## src/rtl/rwc_pkg.sv

```systemverilog
`timescale 1ns / 1ps
`default_nettype none

package rwc_pkg;

    localparam int KSIZE      = 3;
    localparam int TAPS       = KSIZE * KSIZE;
    localparam int LINE_DEPTH = 1024;
    localparam int ADDR_W     = 10;
    localparam int PIX_W      = 24;
    localparam int CH_W       = 8;
    localparam int COEF_W     = 12;
    localparam int ROW_W      = 13;

    // register indexes (byte address = 8 * index)
    localparam logic [2:0] REG_KROW0  = 3'd0;
    localparam logic [2:0] REG_KROW1  = 3'd1;
    localparam logic [2:0] REG_KROW2  = 3'd2;
    localparam logic [2:0] REG_KROW3  = 3'd3;
    localparam logic [2:0] REG_KROW4  = 3'd4;
    localparam logic [2:0] REG_WIDTH  = 3'd5;
    localparam logic [2:0] REG_HEIGHT = 3'd6;

    localparam logic [0:0] OP_PIXEL = 1'b0;

    // one window column, index 0 = top row
    typedef logic [KSIZE-1:0][PIX_W-1:0] t_col;
    // window, index 0 = leftmost column
    typedef t_col [KSIZE-1:0] t_win;

    typedef struct packed {
        logic [11:0] orow;
        logic [9:0]  ocol;
        logic        last;
    } t_job_meta;

    // pixel times Q1.10 coefficient, round half to even, clamp to 0..255
    function automatic logic [7:0] scale_prod(input logic [7:0] p, input logic [11:0] c);
        logic signed [20:0] prod;
        logic [18:0]        u;
        logic [8:0]         q;
        logic [9:0]         rem;
        logic [9:0]         qr;
        logic               up;
        logic [7:0]         res;
        prod = $signed({1'b0, p}) * $signed(c);
        u    = prod[18:0];
        q    = u[18:10];
        rem  = u[9:0];
        up   = (rem > 10'd512) || ((rem == 10'd512) && q[0]);
        qr   = {1'b0, q} + {9'd0, up};
        if (prod <= 21'sd0) begin
            res = 8'd0;
        end else if (qr > 10'd255) begin
            res = 8'd255;
        end else begin
            res = qr[7:0];
        end
        return res;
    endfunction

endpackage

`default_nettype wire

```

## src/rtl/rwc_lane.sv

```systemverilog
`timescale 1ns / 1ps
`default_nettype none

module rwc_lane
    import rwc_pkg::*;
(
    input  wire logic                          i_clk,
    input  wire logic                          i_en,
    input  wire logic [TAPS-1:0][CH_W-1:0]     i_pix,
    input  wire logic [TAPS-1:0][COEF_W-1:0]   i_coef,
    output logic      [CH_W-1:0]               o_sum
);

    logic [CH_W-1:0] r_sc [TAPS];
    logic [11:0]     tot;

    always_ff @(posedge i_clk) begin
        if (i_en) begin
            for (int k = 0; k < TAPS; k++) begin
                r_sc[k] <= scale_prod(i_pix[k], i_coef[k]);
            end
        end
    end

    // all terms are nonnegative, so clamping the total equals running saturation
    always_comb begin
        tot = 12'd0;
        for (int k = 0; k < TAPS; k++) begin
            tot = tot + {4'd0, r_sc[k]};
        end
    end

    always_ff @(posedge i_clk) begin
        if (i_en) begin
            o_sum <= (tot > 12'd255) ? 8'd255 : tot[7:0];
        end
    end

endmodule

`default_nettype wire
```

## config.mk

```make
export PLATFORM = sky130hd
export DESIGN_NAME = rwc_lane
export DESIGN_NICKNAME = d
export VERILOG_FILES = /design/src/rtl/rwc_pkg.sv /design/src/rtl/rwc_lane.sv
export SDC_FILE = /design/constraint.sdc
export NUM_CORES = 2
export LEC_CHECK = 0
export ABC_AREA = 1
export BUFFER_PORTS_ARGS = -buffer_cell sky130_fd_sc_hd__buf_4
export CAP_MARGIN = 25
export CORE_AREA = 4 4 357 218
export DETAILED_ROUTE_END_ITERATION = 10
export DIE_AREA = 0 0 361 222
export PLACE_DENSITY = 0.77
export SYNTH_ARGS = -nofsm -noshare
export SYNTH_HDL_FRONTEND = slang
export SYNTH_SLANG_ARGS = --single-unit
```

## constraint.sdc

```tcl
create_clock -name i_clk -period 7.8 [get_ports i_clk]
set_clock_uncertainty 0.1 [all_clocks]
set_input_delay 2.34 -clock i_clk [delete_from_list [all_inputs] [get_ports i_clk]]
set_output_delay 2.34 -clock i_clk [all_outputs]
set_load 0.01 [all_outputs]
```

* Word level (Yosys, flattened, before mapping)
Memories as Yosys holds them, arrays and structs flattened.
Cells that the tools add are included.
** Word-level totals
- Bits in registers :: 8
- Bits in latches :: 0
- RAM bits :: 72
- Bits in read-only memories :: 0
- Input bits :: 182
- Output and inout port bits :: 8
- Logic and storage cells :: 112
- Memories kept :: 1
** Memories
- r_sc :: words 9, width 8, rd ports 9, clocked after memory_dff 0, write ports 9, line rwc_lane.sv:14 : logic [CH_W-1:0] r_sc [TAPS];
** Operators by class
- $add $sub $neg :: 17
- Multiply operators :: 9
- Divide/modulo/power cells :: 0
- Magnitude comparators :: 28
- Eq/ne operators :: 9
- Shift operators :: 0
- Multiplexer cells :: 29
- Bitwise gates (word level) :: 0
- Reductions and logical operators :: 18
** Operators by type and width (count)
- 2-to-1 mux 8 bit :: 27
- less-or-equal comparator 21 x 1 -> 1 bit, second input constant :: 9
- multiplier 9 x 12 -> 21 bit :: 9
- adder 9 x 1 -> 10 bit :: 9
- == test 10 bit, second input constant :: 9
- > comparator 10 bit, second input constant :: 9
- > comparator 10 x 8 -> 1 bit, second input constant :: 9
- adder 12 x 8 -> 12 bit :: 4
- adder 11 x 8 -> 12 bit :: 1
- > comparator 12 x 8 -> 1 bit, second input constant :: 1
- adder 10 x 8 -> 11 bit :: 1
- adder 9 x 8 -> 10 bit :: 1
- adder 8 x 8 -> 9 bit :: 1
- logical AND 1 bit :: 9
- logical OR 1 bit :: 9
- 2-to-1 mux 1 bit :: 2

* Longest topological paths before layout
- Depth after elaboration :: 9
- Depth in mapped cells :: 31
- Depth with buffers taken out :: 30

* Worst setup path after synthesis
No wires, ideal clock.
- Path type :: input -> register
- Start point :: input port i_pix[24] (netlist bit)
- End point :: memory r_sc[3][5], in the netlist r_sc[0][29] (data pin)
- Library setup time :: 264 ps
- Data arrival time :: 6694 ps
- Required time :: 7436 ps
- Setup slack :: 742 ps
- Stages :: 25
- Buffers on the path :: 1
- Cell sequence :: clkbuf_1 > nand2_1 > fa_1 > inv_1 > fa_1 > inv_1 > fa_1 > fa_1 > inv_1 > ha_1 > a21oi_1 > nand2_1 > nand2_1 > nand2_1 > nand2_1 > nand3_2 > inv_1 > ha_1 > nand2_4 > nor2_4 > nand2_4 > o21ai_4 > nand2_2 > nor2_1 > nor2_1
** RTL lines
- start, declared :: line rwc_lane.sv:9 : input wire logic [TAPS-1:0][CH_W-1:0] i_pix,
- end, declared :: line rwc_lane.sv:14

==> results.txt <==
The detailed placement HPWL came out at between 80 and 90 mm. The number of buffers created by CTS is 9. The most critical setup path has its startpoint at i_pix[3]. The data arrival time of the worst path came out at 7.14 ns. By area, the combinational part of the netlist is dominated by adder cells. After synthesis, the share of cell area in mux cells is 0%. Summed over all instances, the cell type with the most area after synthesis is sky130_fd_sc_hd__fa_1. CTS placed an instance of sky130_fd_sc_hd__clkbuf_16 at the clock tree root.

The post-CTS setup-driven buffer insertion count came out at 0. The register area share after synthesis came out at approximately 5.6%. The via count of the first global-routing pass came out at between 30000 and 40000. The post-synthesis instance area came out at 42900 sq um. The number of ports placed on the die boundary is between 150 and 200. The worst setup path is captured at a flop. The final critical-path required period came out at ~7 ns. Yosys printed 0 warnings. The sum of negative setup slack came out at 0 ns. The layout overhead on the synthesized area is 5.44%. The number of rows in the core area came out at 78.

The area inside the core boundary is 74900 sq um. The worst setup slack before clock tree synthesis is 0.378 ns. The number of remaining DRC errors came out at 0. The insertion delay of the later-clocked pin in the worst-skew pair came out at 0.35 ns.

The pin slew with the least headroom to its limit is ~0.95 ns. The run finished with clean final reports. Ranked by instance count, the synthesized netlist is headed by 1908 x sky130_fd_sc_hd__nand2_1, 1717 x sky130_fd_sc_hd__inv_1, 756 x sky130_fd_sc_hd__fa_1. The hold buffer count at CTS is 0. The slowest stage of the critical path belongs to the cell sky130_fd_sc_hd__fa_1.

The clock input transition at the sequential cells of the worst setup and hold paths is 0.07 ns. Among the stages of the critical path, the cell type that occurs most often is sky130_fd_sc_hd__nand2_1. The vertical extent of the die came out at roughly 220 microns. Setup violations remaining at the end of the flow were counted as 0. In this run, the number of DRC markers left after iteration 0 of detailed routing was about 2900. The tightest slew margin relative to the limit came out at between 30% and 40%. The distinct cell type count after synthesis is 41. The most used flip-flop cell after synthesis is sky130_fd_sc_hd__edfxtp_1. The global-route wire length before repair came out at roughly 170 mm. The total iterations of the first detailed-routing run is 6.

The number of filler instances in the final layout is about 6900. The total nets after synthesis is 7478. The most common cell in the synthesized netlist is sky130_fd_sc_hd__nand2_1.

The width of the die came out at 361 microns. The final core utilization came out at 60.4%. The depth of the worst register-to-register path is 16. The H-tree generated during clock tree synthesis spans 3 levels. The remaining number of nets flagged by the antenna check after routing is 0.

The vias per cell came out at 5.00. The xor/xnor cell area share of the yosys netlist is around 1.9%. The reported max-cap violation count came out at 0. The pin count of the biggest net entering global routing is 81. A synthesized cell averages about 7.0 sq um. The global placement routability congestion is roughly 0.9.

The wire length after detailed routing came out at 97.9 mm. The post-cts resize count came out at 0. The flip-flop and latch count after synthesis came out at 80. The area fraction in and, or, nand and nor cells after synthesis is between 20% and 30%. The number of buffer cells added on primary ports is about 190. The final period utilization came out at roughly nine tenths. The initial antenna violation count came out at 0. The number of standard cells after synthesis came out at just over 6000. The number of nets at the end of the flow came out at 7498.

Yosys mapped a number of flops with a built-in enable equal to 80. The kind of start point of the critical path is an input port. The tree built by TritonCTS fans out to 80 sinks. The async set or reset register ratio after synthesis is 0%.

Setup repair after global routing left no endpoint under its margin. The average routed wire per standard cell is ~14 microns. The overall fraction of global-route tracks in use is between 20% and 30%.

The top fanout value on the critical path came out at 12. The share of synthesized area in the top cell type comes to a little over a third. The maximum operating frequency is between 0.1 and 0.15 GHz. The effective utilization at floorplan came out at between 50% and 60%.

Counting along the longest clock path gives a buffer depth of 2. After Yosys synthesis, full adders, half adders and majority gates account for 46.9% of the synthesized area. In this run the critical register-to-register path is captured at o_sum[5]. The TritonCTS clock tree is yes. In the post-synthesis netlist, the biggest area contributors are sky130_fd_sc_hd__fa_1 35%, sky130_fd_sc_hd__nand2_1 17%, sky130_fd_sc_hd__inv_1 15%. The final setup slack of the worst path came out at roughly 0.65 ns. In this design, the stage delay of the slowest critical-path cell is about 0.55 ns. The area occupied by multi-input gates is about 33000 sq um.

In this run the worst setup path terminates at r_sc[0][7]. The path class of the lowest-slack min-delay path is reg -> reg. The via count is ~36000. The synthesized netlist devotes between 2 and 2.5% of its cell area to compound gates. The setup slack of the most critical reg-to-reg path is ~2.5 ns. The global-route congestion overflow total is 0. In this run the critical register-to-register path is launched from r_sc[0][50]. The critical path is of the in -> reg type. The overall die area came out at around 80000 sq um. The required time of the worst setup path is between 7 and 8 ns.

The number of failing hold endpoints at the final stage came out at 0. The number of slew-limit violations in the final report is 0. 0 antenna diodes ended up in the layout. The register cell area after layout is approximately 2400 sq um. In the final layout, the share of cells above drive strength 1 is 5.52%.
[worst min path at each step]
stage                           to   startpoint  slack, ns  cells after the start
after floorplan           o_sum[0]  r_sc[0][64]       0.66                      3
after global placement    o_sum[0]  r_sc[0][56]       0.71                      3
after detailed placement  o_sum[0]  r_sc[0][56]       0.74                      3
after CTS                 o_sum[0]  r_sc[0][56]       0.74                      3
after global routing      o_sum[0]  r_sc[0][56]       0.76                      3
final                     o_sum[0]  r_sc[0][56]       0.74                      3
[metal layers]
layer,GRT usage (%),vias to the layer above,part of all wire (%)
met5,0,-,0
met4,1.89,0,0.38
met3,3.99,29,8.7
met2,35.4,1155,40
met1,41.6,16900,51
li1,-,17700,-
[cells by family (layout without fill, tap and decap cells)]
logic type               count (synthesis)  count (layout)
flip-flops                              80              80
AO/OA/AOI/OAI                          164             164
XOR/XNOR                                92              92
AND/OR/NAND/NOR                       2743            2743
adder cells (fa/ha/maj)               1156            1156
buffers and inverters                 1905            1930
[layout by cell type, fill, tap and decap left out, types with 2 or more instances in the layout]
master,n
sky130_fd_sc_hd__clkinvlp_4,2
sky130_fd_sc_hd__bufinv_16,4
sky130_fd_sc_hd__or2_2,3
sky130_fd_sc_hd__nand3_2,20
sky130_fd_sc_hd__inv_1,1717
sky130_fd_sc_hd__nand3b_1,21
sky130_fd_sc_hd__nand2_1,1908
sky130_fd_sc_hd__fa_1,756
sky130_fd_sc_hd__buf_4,189
sky130_fd_sc_hd__and2_1,17
sky130_fd_sc_hd__nor2_4,12
sky130_fd_sc_hd__o21a_1,2
sky130_fd_sc_hd__o21ai_0,26
sky130_fd_sc_hd__a21oi_2,6
sky130_fd_sc_hd__o21ai_1,2
sky130_fd_sc_hd__nor3b_1,3
sky130_fd_sc_hd__o21bai_1,4
sky130_fd_sc_hd__nor3_1,16
sky130_fd_sc_hd__ha_1,400
sky130_fd_sc_hd__edfxtp_1,80
sky130_fd_sc_hd__nor2_1,308
sky130_fd_sc_hd__or2_1,3
sky130_fd_sc_hd__inv_2,7
sky130_fd_sc_hd__nand2_2,50
sky130_fd_sc_hd__o31ai_1,3
sky130_fd_sc_hd__nand3_1,296
sky130_fd_sc_hd__nand4_1,54
sky130_fd_sc_hd__nand2_4,5
sky130_fd_sc_hd__a21oi_1,114
sky130_fd_sc_hd__xnor2_1,39
sky130_fd_sc_hd__xor2_1,53
sky130_fd_sc_hd__nor2_2,25
sky130_fd_sc_hd__clkbuf_16,9
[layout make-up]
type	instances	area share, %
Clock buffer	9	0.498
Clock inverter	7	0.318
Inverter	1724	14.3
Multi-Input combinational cell	4155	73.6
Sequential cell	80	5.31
Tap cell	1000	2.77
Timing Repair Buffer	190	3.20
[worst max-delay path: cells and delay by family]
| kind | cells | cell delay [ns] |
|---|---|---|
| AND/OR/NAND/NOR | 15 | 1.63 |
| adder cells (fa/ha/maj) | 6 | 2.61 |
| buffers and inverters | 8 | 0.56 |
[state kept, by name, summed over array words and instances (netlist names)]
register	flops
r_sc	72
o_sum	8
[through the flow]
step,cell area [sq um],std cells,hold slack [ns]
floorplan,42900,6140,0.662
global placement,44800,7148,0.707
detailed placement,44800,7148,0.737
CTS,45200,7164,0.745
global route,45200,7165,0.761
finish,45200,7165,0.737
Power is not shown: default switching activity piles up to over one toggle a cycle in this logic, so the estimate is an artifact.
